<file path="config.mk">
export PLATFORM = sky130hd
export DESIGN_NAME = hid_keyboard_report_builder
export DESIGN_NICKNAME = d
export VERILOG_FILES = /design/src/rtl/core/hkrb_pkg.sv /design/src/rtl/core/hkrb_cmd_fifo.sv /design/src/rtl/core/hkrb_front.sv /design/src/rtl/core/hkrb_back.sv /design/src/rtl/core/hid_keyboard_report_builder.sv
export VERILOG_INCLUDE_DIRS = /design/src /design/src/rtl/core
export SDC_FILE = /design/constraint.sdc
export NUM_CORES = 1
export LEC_CHECK = 0
export BUFFER_PORTS_ARGS = -buffer_cell sky130_fd_sc_hd__buf_2
export CORE_MARGIN = 2
export CORE_UTILIZATION = 45
export DETAILED_ROUTE_END_ITERATION = 12
export PLACE_DENSITY = 0.65
export SLEW_MARGIN = 20
export SYNTH_ARGS = -nofsm -noshare
export SYNTH_HDL_FRONTEND = slang
export SYNTH_HIERARCHICAL = 1
export SYNTH_SLANG_ARGS = --single-unit
</file>
<file path="constraint.sdc">
create_clock -name clk_i -period 4.5 [get_ports clk_i]
set_input_delay 0.225 -clock clk_i [delete_from_list [all_inputs] [get_ports clk_i]]
set_output_delay 0.225 -clock clk_i [all_outputs]
set_load 0.02 [all_outputs]
</file>
<file path="src/rtl/core/assert_macros.svh">
// Assertion macros used by the report engine of the keyboard report builder RTL.
`ifndef ASSERT_MACROS_SVH
`define ASSERT_MACROS_SVH

// Concurrent assertion that is switched off while reset is asserted.
`define HKRB_ASSERT(lbl, clk, rst_n, prop, msg) \
  lbl: assert property (@(posedge clk) disable iff (!rst_n) prop) else $error(msg);

// Concurrent assertion that is also checked during reset.
`define HKRB_ASSERT_ALWAYS(lbl, clk, prop, msg) \
  lbl: assert property (@(posedge clk) prop) else $error(msg);

`endif

</file>
<file path="src/rtl/core/hkrb_pkg.sv">
// Package with types, constants and the ASCII map of the keyboard report builder.
`timescale 1ns / 1ps
`default_nettype none
package hkrb_pkg;

  localparam int unsigned KEY_SLOTS      = 6;
  localparam int unsigned REPORT_SLOTS   = 6;
  localparam int unsigned CMD_FIFO_DEPTH = 2;
  localparam int unsigned PADDR_W        = 3;

  localparam logic [7:0] SHIFT_MASK_RESET = 8'h02;
  localparam logic [7:0] PAGE_MODIFIER    = 8'hE0;
  localparam logic [7:0] PAGE_ASCII       = 8'h00;

  localparam logic [0:0] REG_SHIFT_MASK = 1'b0;

  localparam logic [7:0] USAGE_NONE      = 8'h00;
  localparam logic [7:0] USAGE_A         = 8'h04;
  localparam logic [7:0] USAGE_1         = 8'h1E;
  localparam logic [7:0] USAGE_0         = 8'h27;
  localparam logic [7:0] USAGE_ENTER     = 8'h28;
  localparam logic [7:0] USAGE_TAB       = 8'h2B;
  localparam logic [7:0] USAGE_SPACE     = 8'h2C;
  localparam logic [7:0] USAGE_MINUS     = 8'h2D;
  localparam logic [7:0] USAGE_EQUAL     = 8'h2E;
  localparam logic [7:0] USAGE_LBRACKET  = 8'h2F;
  localparam logic [7:0] USAGE_RBRACKET  = 8'h30;
  localparam logic [7:0] USAGE_BACKSLASH = 8'h31;
  localparam logic [7:0] USAGE_SEMICOLON = 8'h33;
  localparam logic [7:0] USAGE_QUOTE     = 8'h34;
  localparam logic [7:0] USAGE_GRAVE     = 8'h35;
  localparam logic [7:0] USAGE_COMMA     = 8'h36;
  localparam logic [7:0] USAGE_PERIOD    = 8'h37;
  localparam logic [7:0] USAGE_SLASH     = 8'h38;

  typedef enum logic [1:0] {
    MODE_PRESS       = 2'd0,
    MODE_RELEASE     = 2'd1,
    MODE_RELEASE_ALL = 2'd2,
    MODE_TYPE_CHAR   = 2'd3
  } mode_e;

  typedef enum logic [2:0] {
    OP_PRESS,
    OP_RELEASE_MOD,
    OP_RELEASE_KEY,
    OP_CLEAR,
    OP_TYPE
  } op_e;

  typedef enum logic {
    BK_RUN,
    BK_SECOND
  } back_state_e;

  typedef struct packed {
    op_e        op;
    logic [7:0] bits;
    logic [7:0] usage;
  } cmd_t;

  typedef struct packed {
    logic full;
    logic empty;
  } fifo_status_t;

  typedef struct packed {
    logic [7:0] usage;
    logic       upper;
  } ascii_map_t;

  function automatic ascii_map_t ascii_map(input logic [7:0] ch);
    ascii_map_t r;
    r.usage = USAGE_NONE;
    r.upper = 1'b0;
    if (ch >= 8'h61 && ch <= 8'h7A) begin
      r.usage = USAGE_A + (ch - 8'h61);
    end else if (ch >= 8'h41 && ch <= 8'h5A) begin
      r.usage = USAGE_A + (ch - 8'h41);
      r.upper = 1'b1;
    end else if (ch >= 8'h31 && ch <= 8'h39) begin
      r.usage = USAGE_1 + (ch - 8'h31);
    end else begin
      unique case (ch)
        8'h30:         r.usage = USAGE_0;
        8'h20:         r.usage = USAGE_SPACE;
        8'h0A, 8'h0D:  r.usage = USAGE_ENTER;
        8'h09:         r.usage = USAGE_TAB;
        8'h2D:         r.usage = USAGE_MINUS;
        8'h3D:         r.usage = USAGE_EQUAL;
        8'h5B:         r.usage = USAGE_LBRACKET;
        8'h5D:         r.usage = USAGE_RBRACKET;
        8'h5C:         r.usage = USAGE_BACKSLASH;
        8'h3B:         r.usage = USAGE_SEMICOLON;
        8'h27:         r.usage = USAGE_QUOTE;
        8'h60:         r.usage = USAGE_GRAVE;
        8'h2C:         r.usage = USAGE_COMMA;
        8'h2E:         r.usage = USAGE_PERIOD;
        8'h2F:         r.usage = USAGE_SLASH;
        default:       r.usage = USAGE_NONE;
      endcase
    end
    return r;
  endfunction

endpackage
`default_nettype wire

</file>
<file path="src/rtl/core/hkrb_cmd_fifo.sv">
// Short command queue between the classifying front end and the report engine.
`timescale 1ns / 1ps
`default_nettype none
module hkrb_cmd_fifo #(
  parameter int unsigned Depth = hkrb_pkg::CMD_FIFO_DEPTH
) (
  input  wire logic                  clk_i,
  input  wire logic                  rst_ni,
  input  wire logic                  push_i,
  input  wire hkrb_pkg::cmd_t        push_cmd_i,
  input  wire logic                  pop_i,
  output hkrb_pkg::cmd_t             head_cmd_o,
  output hkrb_pkg::fifo_status_t     status_o
);

  localparam int unsigned PtrW = (Depth > 1) ? $clog2(Depth) : 1;
  localparam int unsigned CntW = $clog2(Depth + 1);

  hkrb_pkg::cmd_t  mem_q [Depth];
  logic [PtrW-1:0] wr_ptr_q, wr_ptr_d;
  logic [PtrW-1:0] rd_ptr_q, rd_ptr_d;
  logic [CntW-1:0] count_q, count_d;
  logic            do_push, do_pop;

  assign status_o.full  = (count_q == CntW'(Depth));
  assign status_o.empty = (count_q == '0);
  assign do_push = push_i && !status_o.full;
  assign do_pop  = pop_i && !status_o.empty;
  assign head_cmd_o = mem_q[rd_ptr_q];

  always_comb begin
    wr_ptr_d = wr_ptr_q;
    rd_ptr_d = rd_ptr_q;
    count_d  = count_q;
    if (do_push) begin
      wr_ptr_d = (wr_ptr_q == PtrW'(Depth - 1)) ? '0 : wr_ptr_q + 1'b1;
    end
    if (do_pop) begin
      rd_ptr_d = (rd_ptr_q == PtrW'(Depth - 1)) ? '0 : rd_ptr_q + 1'b1;
    end
    if (do_push && !do_pop) begin
      count_d = count_q + 1'b1;
    end else if (do_pop && !do_push) begin
      count_d = count_q - 1'b1;
    end
  end

  always_ff @(posedge clk_i or negedge rst_ni) begin
    if (!rst_ni) begin
      wr_ptr_q <= '0;
      rd_ptr_q <= '0;
      count_q  <= '0;
    end else begin
      wr_ptr_q <= wr_ptr_d;
      rd_ptr_q <= rd_ptr_d;
      count_q  <= count_d;
    end
  end

  always_ff @(posedge clk_i) begin
    if (do_push) begin
      mem_q[wr_ptr_q] <= push_cmd_i;
    end
  end

endmodule
`default_nettype wire

</file>
<file path="src/rtl/core/hkrb_front.sv">
// Front end that takes key events and turns them into report engine commands.
`timescale 1ns / 1ps
`default_nettype none
module hkrb_front (
  input  wire logic                  start_i,
  input  wire logic [1:0]            mode_i,
  input  wire logic [15:0]           key_code_i,
  input  wire logic [7:0]            shift_mask_i,
  input  wire hkrb_pkg::fifo_status_t fifo_status_i,
  output logic                       busy_o,
  output logic                       push_o,
  output hkrb_pkg::cmd_t             cmd_o
);

  logic [7:0]           page;
  logic [7:0]           low;
  hkrb_pkg::ascii_map_t amap;
  logic [7:0]           shift_bits;
  logic                 keep;

  assign page       = key_code_i[15:8];
  assign low        = key_code_i[7:0];
  assign amap       = hkrb_pkg::ascii_map(low);
  assign shift_bits = amap.upper ? shift_mask_i : 8'h00;
  assign busy_o     = fifo_status_i.full;

  always_comb begin
    cmd_o.op    = hkrb_pkg::OP_CLEAR;
    cmd_o.bits  = 8'h00;
    cmd_o.usage = hkrb_pkg::USAGE_NONE;
    keep        = 1'b1;
    unique case (hkrb_pkg::mode_e'(mode_i))
      hkrb_pkg::MODE_PRESS: begin
        cmd_o.op = hkrb_pkg::OP_PRESS;
        if (page == hkrb_pkg::PAGE_MODIFIER) begin
          cmd_o.bits = low;
        end else if (page == hkrb_pkg::PAGE_ASCII) begin
          cmd_o.bits  = shift_bits;
          cmd_o.usage = amap.usage;
        end else begin
          cmd_o.usage = low;
        end
      end
      hkrb_pkg::MODE_RELEASE: begin
        if (page == hkrb_pkg::PAGE_MODIFIER) begin
          cmd_o.op   = hkrb_pkg::OP_RELEASE_MOD;
          cmd_o.bits = low;
        end else begin
          cmd_o.op    = hkrb_pkg::OP_RELEASE_KEY;
          cmd_o.usage = low;
        end
      end
      hkrb_pkg::MODE_RELEASE_ALL: begin
        cmd_o.op = hkrb_pkg::OP_CLEAR;
      end
      hkrb_pkg::MODE_TYPE_CHAR: begin
        cmd_o.op    = hkrb_pkg::OP_TYPE;
        cmd_o.bits  = shift_bits;
        cmd_o.usage = amap.usage;
        keep        = (amap.usage != hkrb_pkg::USAGE_NONE);
      end
      default: begin
        cmd_o.op = hkrb_pkg::OP_CLEAR;
      end
    endcase
  end

  // A typed character without a usage produces no report and is dropped here.
  assign push_o = start_i && !fifo_status_i.full && keep;

endmodule
`default_nettype wire

</file>
<file path="src/rtl/core/hkrb_back.sv">
// Report engine that holds the keyboard state and emits the reports.
`timescale 1ns / 1ps
`default_nettype none
`include "assert_macros.svh"
module hkrb_back #(
  parameter int unsigned KeySlots = hkrb_pkg::KEY_SLOTS
) (
  input  wire logic                   clk_i,
  input  wire logic                   rst_ni,
  input  wire hkrb_pkg::cmd_t         cmd_i,
  input  wire hkrb_pkg::fifo_status_t fifo_status_i,
  output logic                        pop_o,
  output logic                        report_valid_o,
  output logic [7:0]                  modifiers_o,
  output logic [7:0]                  slots_o [hkrb_pkg::REPORT_SLOTS],
  output logic                        last_report_o
);

  localparam int unsigned RptSlots   = hkrb_pkg::REPORT_SLOTS;
  localparam int unsigned ShownSlots = (KeySlots < RptSlots) ? KeySlots : RptSlots;

  hkrb_pkg::back_state_e st_q, st_d;

  logic [7:0]          mods_q, mods_d;
  logic [7:0]          keys_q [KeySlots];
  logic [7:0]          keys_d [KeySlots];
  logic [7:0]          shifted [KeySlots];
  logic [KeySlots-1:0] eq;
  logic [KeySlots-1:0] nz;
  logic [KeySlots-1:0] prev_nz;
  logic [KeySlots-1:0] after;
  logic                dup;
  logic                first_type;

  logic                rpt_valid;
  logic [7:0]          rpt_mods;
  logic [7:0]          rpt_slots [RptSlots];
  logic                rpt_last;

  logic                valid_q;
  logic [7:0]          rmods_q;
  logic [7:0]          rslots_q [RptSlots];
  logic                last_q;
  logic                packed_ok;

  // Held keys always form a packed run from slot zero, so the first free slot
  // follows the last used one, and removing a key shifts the tail down.
  for (genvar i = 0; i < KeySlots; i++) begin : g_slot
    assign eq[i] = (keys_q[i] == cmd_i.usage);
    assign nz[i] = (keys_q[i] != 8'h00);
    if (i == 0) begin : g_first
      assign prev_nz[i] = 1'b1;
      assign after[i]   = eq[i];
    end else begin : g_rest
      assign prev_nz[i] = nz[i-1];
      assign after[i]   = after[i-1] | eq[i];
    end
    if (i == KeySlots - 1) begin : g_tail
      assign shifted[i] = 8'h00;
    end else begin : g_body
      assign shifted[i] = keys_q[i+1];
    end
  end

  assign dup        = |eq;
  assign first_type = (st_q == hkrb_pkg::BK_RUN) && (cmd_i.op == hkrb_pkg::OP_TYPE);

  always_comb begin
    mods_d = mods_q;
    for (int i = 0; i < KeySlots; i++) begin
      keys_d[i] = keys_q[i];
    end
    unique case (cmd_i.op)
      hkrb_pkg::OP_PRESS: begin
        mods_d = mods_q | cmd_i.bits;
        for (int i = 0; i < KeySlots; i++) begin
          if (cmd_i.usage != hkrb_pkg::USAGE_NONE && !dup && !nz[i] && prev_nz[i]) begin
            keys_d[i] = cmd_i.usage;
          end
        end
      end
      hkrb_pkg::OP_RELEASE_MOD: begin
        mods_d = mods_q & ~cmd_i.bits;
      end
      hkrb_pkg::OP_RELEASE_KEY: begin
        for (int i = 0; i < KeySlots; i++) begin
          if (after[i]) begin
            keys_d[i] = shifted[i];
          end
        end
      end
      hkrb_pkg::OP_CLEAR: begin
        mods_d = 8'h00;
        for (int i = 0; i < KeySlots; i++) begin
          keys_d[i] = 8'h00;
        end
      end
      hkrb_pkg::OP_TYPE: begin
        mods_d = mods_q;
      end
      default: begin
        mods_d = mods_q;
      end
    endcase
  end

  always_comb begin
    st_d = st_q;
    unique case (st_q)
      hkrb_pkg::BK_RUN: begin
        if (!fifo_status_i.empty && cmd_i.op == hkrb_pkg::OP_TYPE) begin
          st_d = hkrb_pkg::BK_SECOND;
        end
      end
      hkrb_pkg::BK_SECOND: begin
        st_d = hkrb_pkg::BK_RUN;
      end
      default: begin
        st_d = hkrb_pkg::BK_RUN;
      end
    endcase
  end

  always_comb begin
    for (int j = 0; j < RptSlots; j++) begin
      rpt_slots[j] = 8'h00;
    end
    if (first_type) begin
      rpt_slots[0] = cmd_i.usage;
    end else begin
      for (int j = 0; j < ShownSlots; j++) begin
        rpt_slots[j] = keys_d[j];
      end
    end
  end

  always_comb begin
    rpt_valid = !fifo_status_i.empty;
    pop_o     = !fifo_status_i.empty && !first_type;
    rpt_mods  = first_type ? (mods_q | cmd_i.bits) : mods_d;
    rpt_last  = !first_type;
  end

  always_ff @(posedge clk_i or negedge rst_ni) begin
    if (!rst_ni) begin
      st_q    <= hkrb_pkg::BK_RUN;
      valid_q <= 1'b0;
      mods_q  <= 8'h00;
      for (int i = 0; i < KeySlots; i++) begin
        keys_q[i] <= 8'h00;
      end
    end else begin
      st_q    <= st_d;
      valid_q <= rpt_valid;
      if (pop_o) begin
        mods_q <= mods_d;
        for (int i = 0; i < KeySlots; i++) begin
          keys_q[i] <= keys_d[i];
        end
      end
    end
  end

  always_ff @(posedge clk_i) begin
    if (rpt_valid) begin
      rmods_q <= rpt_mods;
      last_q  <= rpt_last;
      for (int j = 0; j < RptSlots; j++) begin
        rslots_q[j] <= rpt_slots[j];
      end
    end
  end

  assign report_valid_o = valid_q;
  assign modifiers_o    = rmods_q;
  assign slots_o        = rslots_q;
  assign last_report_o  = last_q;

  always_comb begin
    packed_ok = 1'b1;
    for (int i = 0; i < KeySlots; i++) begin
      if (nz[i] && !prev_nz[i]) begin
        packed_ok = 1'b0;
      end
    end
  end

  `HKRB_ASSERT_ALWAYS(a_keys_packed, clk_i, packed_ok, "held keys are not packed")
  `HKRB_ASSERT(a_second_report, clk_i, rst_ni,
    (st_q == hkrb_pkg::BK_SECOND) |=> (valid_q && last_q), "missing restore report")
  `HKRB_ASSERT(a_first_report, clk_i, rst_ni,
    (valid_q && !last_q) |-> (st_q == hkrb_pkg::BK_SECOND), "press report without restore")

endmodule
`default_nettype wire

</file>
<file path="src/rtl/core/hid_keyboard_report_builder.sv">
// Top level of the USB HID boot keyboard report builder.
`timescale 1ns / 1ps
`default_nettype none
// Keyboard report builder with six reported key slots and one modifier byte.
// Key events enter on start with mode_i and key_code_i; an event transfer
// happens at a clock edge with start high and busy low. Each report leaves
// as a transfer of one cycle marked by report_valid_o; last_report_o is high
// on the final report of an event. The receiver must always take the report;
// the block does not wait for it. A two-entry command queue separates event
// decoding from the report engine; an event is registered in the queue and
// its first report is registered at the engine output. Press, release and
// release-all produce one report; type-char produces a press report and then
// a restore report. A type-char of an unmapped character produces no report.
// busy rises only when the command queue is full.
// The shift modifier mask sits at byte address 0 of the APB port; the user must
// write it only while the block is idle, which the block does not enforce.
// Reset clears the held modifiers, all key slots, the queue and sets the
// shift modifier mask to 0x02.
module hid_keyboard_report_builder #(
  parameter int unsigned KeySlots = hkrb_pkg::KEY_SLOTS
) (
  input  wire logic                          clk_i,
  input  wire logic                          rst_ni,
  input  wire logic                          psel,
  input  wire logic                          penable,
  input  wire logic                          pwrite,
  input  wire logic [hkrb_pkg::PADDR_W-1:0]  paddr,
  input  wire logic [31:0]                   pwdata,
  output logic [31:0]                        prdata,
  output logic                               pready,
  input  wire logic                          start,
  output logic                               busy,
  input  wire logic [1:0]                    mode_i,
  input  wire logic [15:0]                   key_code_i,
  output logic                               report_valid_o,
  output logic [7:0]                         modifiers_o,
  output logic [7:0]                         key_slot_0_o,
  output logic [7:0]                         key_slot_1_o,
  output logic [7:0]                         key_slot_2_o,
  output logic [7:0]                         key_slot_3_o,
  output logic [7:0]                         key_slot_4_o,
  output logic [7:0]                         key_slot_5_o,
  output logic                               last_report_o
);

  logic [7:0]             shift_mask_q, shift_mask_d;
  logic                   reg_sel;
  logic                   push;
  logic                   pop;
  hkrb_pkg::cmd_t         push_cmd;
  hkrb_pkg::cmd_t         head_cmd;
  hkrb_pkg::fifo_status_t fifo_status;
  logic [7:0]             slots [hkrb_pkg::REPORT_SLOTS];

  assign pready  = 1'b1;
  assign reg_sel = (paddr[hkrb_pkg::PADDR_W-1] == hkrb_pkg::REG_SHIFT_MASK);
  assign prdata  = reg_sel ? {24'h000000, shift_mask_q} : 32'h00000000;

  always_comb begin
    shift_mask_d = shift_mask_q;
    if (psel && penable && pwrite && reg_sel) begin
      shift_mask_d = pwdata[7:0];
    end
  end

  always_ff @(posedge clk_i or negedge rst_ni) begin
    if (!rst_ni) begin
      shift_mask_q <= hkrb_pkg::SHIFT_MASK_RESET;
    end else begin
      shift_mask_q <= shift_mask_d;
    end
  end

  hkrb_front u_front (
    .start_i       (start),
    .mode_i        (mode_i),
    .key_code_i    (key_code_i),
    .shift_mask_i  (shift_mask_q),
    .fifo_status_i (fifo_status),
    .busy_o        (busy),
    .push_o        (push),
    .cmd_o         (push_cmd)
  );

  hkrb_cmd_fifo #(
    .Depth (hkrb_pkg::CMD_FIFO_DEPTH)
  ) u_cmd_fifo (
    .clk_i      (clk_i),
    .rst_ni     (rst_ni),
    .push_i     (push),
    .push_cmd_i (push_cmd),
    .pop_i      (pop),
    .head_cmd_o (head_cmd),
    .status_o   (fifo_status)
  );

  hkrb_back #(
    .KeySlots (KeySlots)
  ) u_back (
    .clk_i          (clk_i),
    .rst_ni         (rst_ni),
    .cmd_i          (head_cmd),
    .fifo_status_i  (fifo_status),
    .pop_o          (pop),
    .report_valid_o (report_valid_o),
    .modifiers_o    (modifiers_o),
    .slots_o        (slots),
    .last_report_o  (last_report_o)
  );

  assign key_slot_0_o = slots[0];
  assign key_slot_1_o = slots[1];
  assign key_slot_2_o = slots[2];
  assign key_slot_3_o = slots[3];
  assign key_slot_4_o = slots[4];
  assign key_slot_5_o = slots[5];

endmodule
`default_nettype wire
</file>
# == After elaboration in Yosys (flattened, before gate mapping) ==
# Memory sizes are Yosys's and may differ from the RTL's.
# Cells that the tools add are included.
# word_totals
regBits,127
ramBits,38
input_bits,59
output_inout_bits,92
elab_cells,175
n_memories,1
# classes
addsub,10
magnitude_cmp,6
eq_ne,31
muxes,42
bitwise_logic,10
n_reduce_logical,54
# mem_list
memory,depth,width,rd,rd_clocked_by_memory_dff,write_ports,line_no,text
u_cmd_fifo.mem_q,2,19,1,0,1,hkrb_cmd_fifo.sv:19,hkrb_pkg::cmd_t mem_q [Depth];
# ops
op,count
$mux W8,25
$pmux W48 S3,1
$pmux W6 S15,1
$eq A8 B6 Y1 const B,9
$reduce_bool A8 Y1,8
$eq A8 B8 Y1,6
$pmux W16 S3,1
$eq A8 B7 Y1 const B,4
$logic_and A1 B1 Y1,27
$eq A8 B4 Y1 const B,3
$pmux W8 S3,1
$add A3 B8 Y8 const A,2
$ge A8 B7 Y1 const B,2
$le A8 B7 Y1 const B,2
$sub A8 B7 Y8 const B,2
$logic_not A1 Y1,12
$pmux W3 S4,1
$add A5 B8 Y8 const A,1
$and A8 B8 Y8,1
$eq A8 B8 Y1 const B,1
$ge A8 B6 Y1 const B,1
$le A8 B6 Y1 const B,1
$logic_not A8 Y1,1
$mux W1,8
20 further kinds,32

# == Logic depth before layout (Yosys ltp) ==
# logic_depth
word_depth,14
mapped_depth,15

# == Cells and area by module ==
# Netlist, hierarchy kept.
# by_module_without_submodules
module,n_inst,cells_each,area_per_inst_um2
hkrb_back,1,675,6590.1
hkrb_cmd_fifo,1,78,1566.5
hkrb_front,1,148,1066.0
hid_keyboard_report_builder,1,52,580.6

# == Worst setup path before layout ==
# No wires, ideal clock.
# synth_timing
path_type,register to register
start,reg u_cmd_fifo.count_q[0]
end,reg u_cmd_fifo.count_q[1]
setup_time_ns,0.079
arrival_ns,3.641
path_slack_ns,0.780
stages_incl_launch_ff,12
period_less_slack_ns,3.720
cell_sequence,dfrtp_1 -> nor2_1 -> inv_1 -> nand2_1 -> inv_1 -> clkbuf_1 -> clkbuf_1 -> o21ai_1 -> ha_1 -> xor2_1 -> nor2_1 -> xor2_1
# synth_rtl
item,line_no,text
start: declaration,hkrb_cmd_fifo.sv:22,"logic [CntW-1:0] count_q, count_d;"
start signal: assignment,hkrb_cmd_fifo.sv:56,count_q <= count_d;

==> impl_metrics.json <==
{
  "finalMaxSlewViolations": 0,
  "cts-htree-levels": 4,
  "min_period_ns": 4.186,
  "clock-root-buffer": "clkbuf_16",
  "powerDensity_mw_per_mm2": 729.8,
  "drive_above_1_share_pct": 20.44,
  "yosysSeqAreaShare_pct": 46.98,
  "routed_wl_mm": 25.98,
  "syn_inst": 953,
  "ff_latch_area_mm2": 0.004606,
  "cts_buffers": 17,
  "ant_nets": 0,
  "path_clk_slew_ns": 0.06,
  "avgSynthCellArea_um2": 10.29,
  "diodes": 0,
  "die_height_um": 151.6,
  "dieWidth_um": 151.6,
  "antenna_found_initial": 0,
  "grt-ovfl-total": 0,
  "cts_tree": "built",
  "yosys_warnings": 6,
  "fin_crit_sh_pct": 93.02,
  "worstSetupStartpointType": "register",
  "clkLatencyLatePin_ns": 0.44,
  "critPathCaptureType": "register",
  "skew_ns": 0.01045,
  "die-area_mm2": 0.02298,
  "relSlewSlack_pct": 31.07,
  "multi_input_area_mm2": 0.004725,
  "grt_pass1_wl_mm": 41.11,
  "hold_violations": 0,
  "nFillCells": 1927,
  "initial_core_util_pct": 46.20,
  "synth_top_flop_cell": "edfxtp_1",
  "cts_setup_buffers": 0,
  "status": "completed",
  "cp.arrival_ns": 4.48,
  "port_buffers": 99,
  "clock-sinks": 165,
  "drt_pre_antenna_iters": 6,
  "maxCapViolations": 0,
  "ios": 151,
  "nNetsFinal": 1100,
  "drc": 0,
  "peakVddDrop_uv": 349.6,
  "drt_iter0_markers": 876,
  "ys_async_sr_fraction_pct": 42.42,
  "finalSetupViolations": 0,
  "globalplace.congestion": 0.9232,
  "fin_area_mm2": 0.01105,
  "rsz0062_at_grt": "no",
  "synth_edf_count": 95,
  "grt_pass1_vias": 7586,
  "clock.fmax_mhz": 238.9,
  "core_mm2": 0.02122,
  "worst_pin_slew_ns": 1.034,
  "clockBufferDepth": 2,
  "fin_total_pwr_mw": 8.062,
  "p_leak_nw": 4.511,
  "syn_area_mm2": 0.009803,
  "required_ns": 4.80,
  "vias": 8114,
  "path_max_fanout": 15,
  "grtUsageTotal_pct": 22.99,
  "crit_type": "reg -> reg",
  "dp_hpwl_mm": 17.51,
  "ys_types": 82,
  "wl_per_cell_um": 19.65,
  "num_rows": 53,
  "synth-seq-cells": 165,
  "areaGrowthSynthToFinish_pct": 12.69,
  "tns_ns": 0,
  "avgViaCountPerCell": 6.138,
  "hp-class": "in -> reg",
  "grt_max_degree": 59,
  "place_area_mm2": 0.01044
}
[final timing paths]
| kind | end | startpoint | slack, ns | depth (start not counted) |
|---|---|---|---|---|
| worst max register to register | u_back/slots_o[5] | u_cmd_fifo/rd_ptr_q | 0.31 | 9 |
| min in group asynchronous | shift_mask_q[7] | rst_ni | 0.47 | 2 |
| max in group asynchronous | u_back/keys_q[23] | rst_ni | 2.95 | 3 |
| worst max-delay path | u_back/slots_o[5] | u_cmd_fifo/rd_ptr_q | 0.31 | 9 |
| worst min-delay path | shift_mask_q[5] | pwdata[5] | 0.02 | 2 |
| worst min register to register | u_cmd_fifo/wr_ptr_q | u_cmd_fifo/wr_ptr_q | 0.49 | 1 |
[cells in the mapped netlist (19+ instances only)]
library cell	instances	share of area [%]
a21oi_1	61	3.1
a22o_1	32	2.9
buf_4	35	2.7
clkbuf_1	33	1.3
dfrtp_1	69	18
edfxtp_1	95	29
mux2_1	19	2.2
nand2_1	96	3.7
nor2_1	50	1.9
o21ai_0	82	4.2
xnor2_1	37	3.3
xor2_1	20	1.8
[cells in the final DEF, fill, tap and decap left out, types with 17 or more instances in the layout]
master	Yosys	routed
a22oi_1	17	17
buf_4	35	30
a22o_1	32	32
a21oi_1	61	61
dfrtp_1	69	69
conb_1	2	25
xnor2_1	37	37
buf_2	12	99
xor2_1	20	20
clkbuf_16	0	17
mux2_1	19	19
nand3_1	17	17
and2_1	17	17
o21ai_0	82	82
nand2_1	96	96
edfxtp_1	95	95
nor2_1	50	50
[metal layers]
metal | track usage (%) | wire length (um) | vias to the layer above
met3 | 4.251 | 2250 | 55
li1 | - | - | 3711
met4 | 7.824 | 595 | 0
met2 | 36.24 | 12010 | 449
met5 | 0 | 0 | -
met1 | 32.04 | 11130 | 3899
[flip-flops by register name (all words and copies together), names as in the netlist]
name	flops
u_cmd_fifo/wr_ptr_q	1
shift_mask_q	8
u_back/slots_o	48
u_back/report_valid_o	1
u_back/keys_q	48
u_cmd_fifo/count_q	2
u_back/last_report_o	1
u_back/modifiers_o	8
u_back/st_q	1
u_back/mods_q	8
u_cmd_fifo/mem_q	38
u_cmd_fifo/rd_ptr_q	1
[cell type report]
cell class              count  area share (%)
well taps                 275           3.115
multi-input cells         707           42.77
flip-flops and latches    165           41.69
clock inverters            11           1.382
inverters                  13          0.4417
repair buffers            130           6.615
clock buffers              21           3.987
[report_power, final]
part | internal, mW | total [mW] | leakage (nW) | switching [mW]
clock network | 0.877 | 1.50 | 0.278 | 0.621
registers | 2.27 | 2.73 | 1.89 | 0.457
logic | 1.36 | 3.84 | 2.35 | 2.48
[metrics by stage]
| stage | worst slack, ns | util [%] | hold slack (ns) | std cells |
|---|---|---|---|---|
| after global routing | 0.04166 | 52.06 | 0.008480 | 1322 |
| after global placement | 0.5016 | 49.22 | 0.3985 | 1289 |
| final | 0.3142 | 52.06 | 0.01794 | 1322 |
| after detailed placement | 0.3751 | 49.22 | 0.4060 | 1289 |
| after floorplan | 0.7798 | - | -0.07059 | 976 |
| after CTS | 0.3602 | 52.06 | 0.004149 | 1322 |
[critical path, cell delays in order (launching register included)]
cell     delay, ns
dfrtp_1       0.60
buf_4         0.29
mux2_1        0.68
xnor2_1       0.29
nand4_1       0.16
o22ai_1       0.64
or4_4         0.41
o21ai_0       0.14
a21oi_1       0.57
a22o_1        0.25
[repair_timing]
action	CTS	global route
hold endpoints to repair	35	0
hold buffers	1	0
resized for setup	0	0
[cells by family (layout without fill, tap and decap cells)]
logic type,Yosys count,after routing,share of synthesized area (%)
AO/OA/AOI/OAI,307,307,22.18
XOR/XNOR,57,57,5.093
adder cells (fa/ha/maj),7,7,0.8934
buffers and inverters,104,175,5.820
flip-flops,165,165,46.98
multiplexers,31,31,3.535
other,2,25,0.07661
AND/OR/NAND/NOR,280,280,15.42
Power figures use the tool's default switching activity.
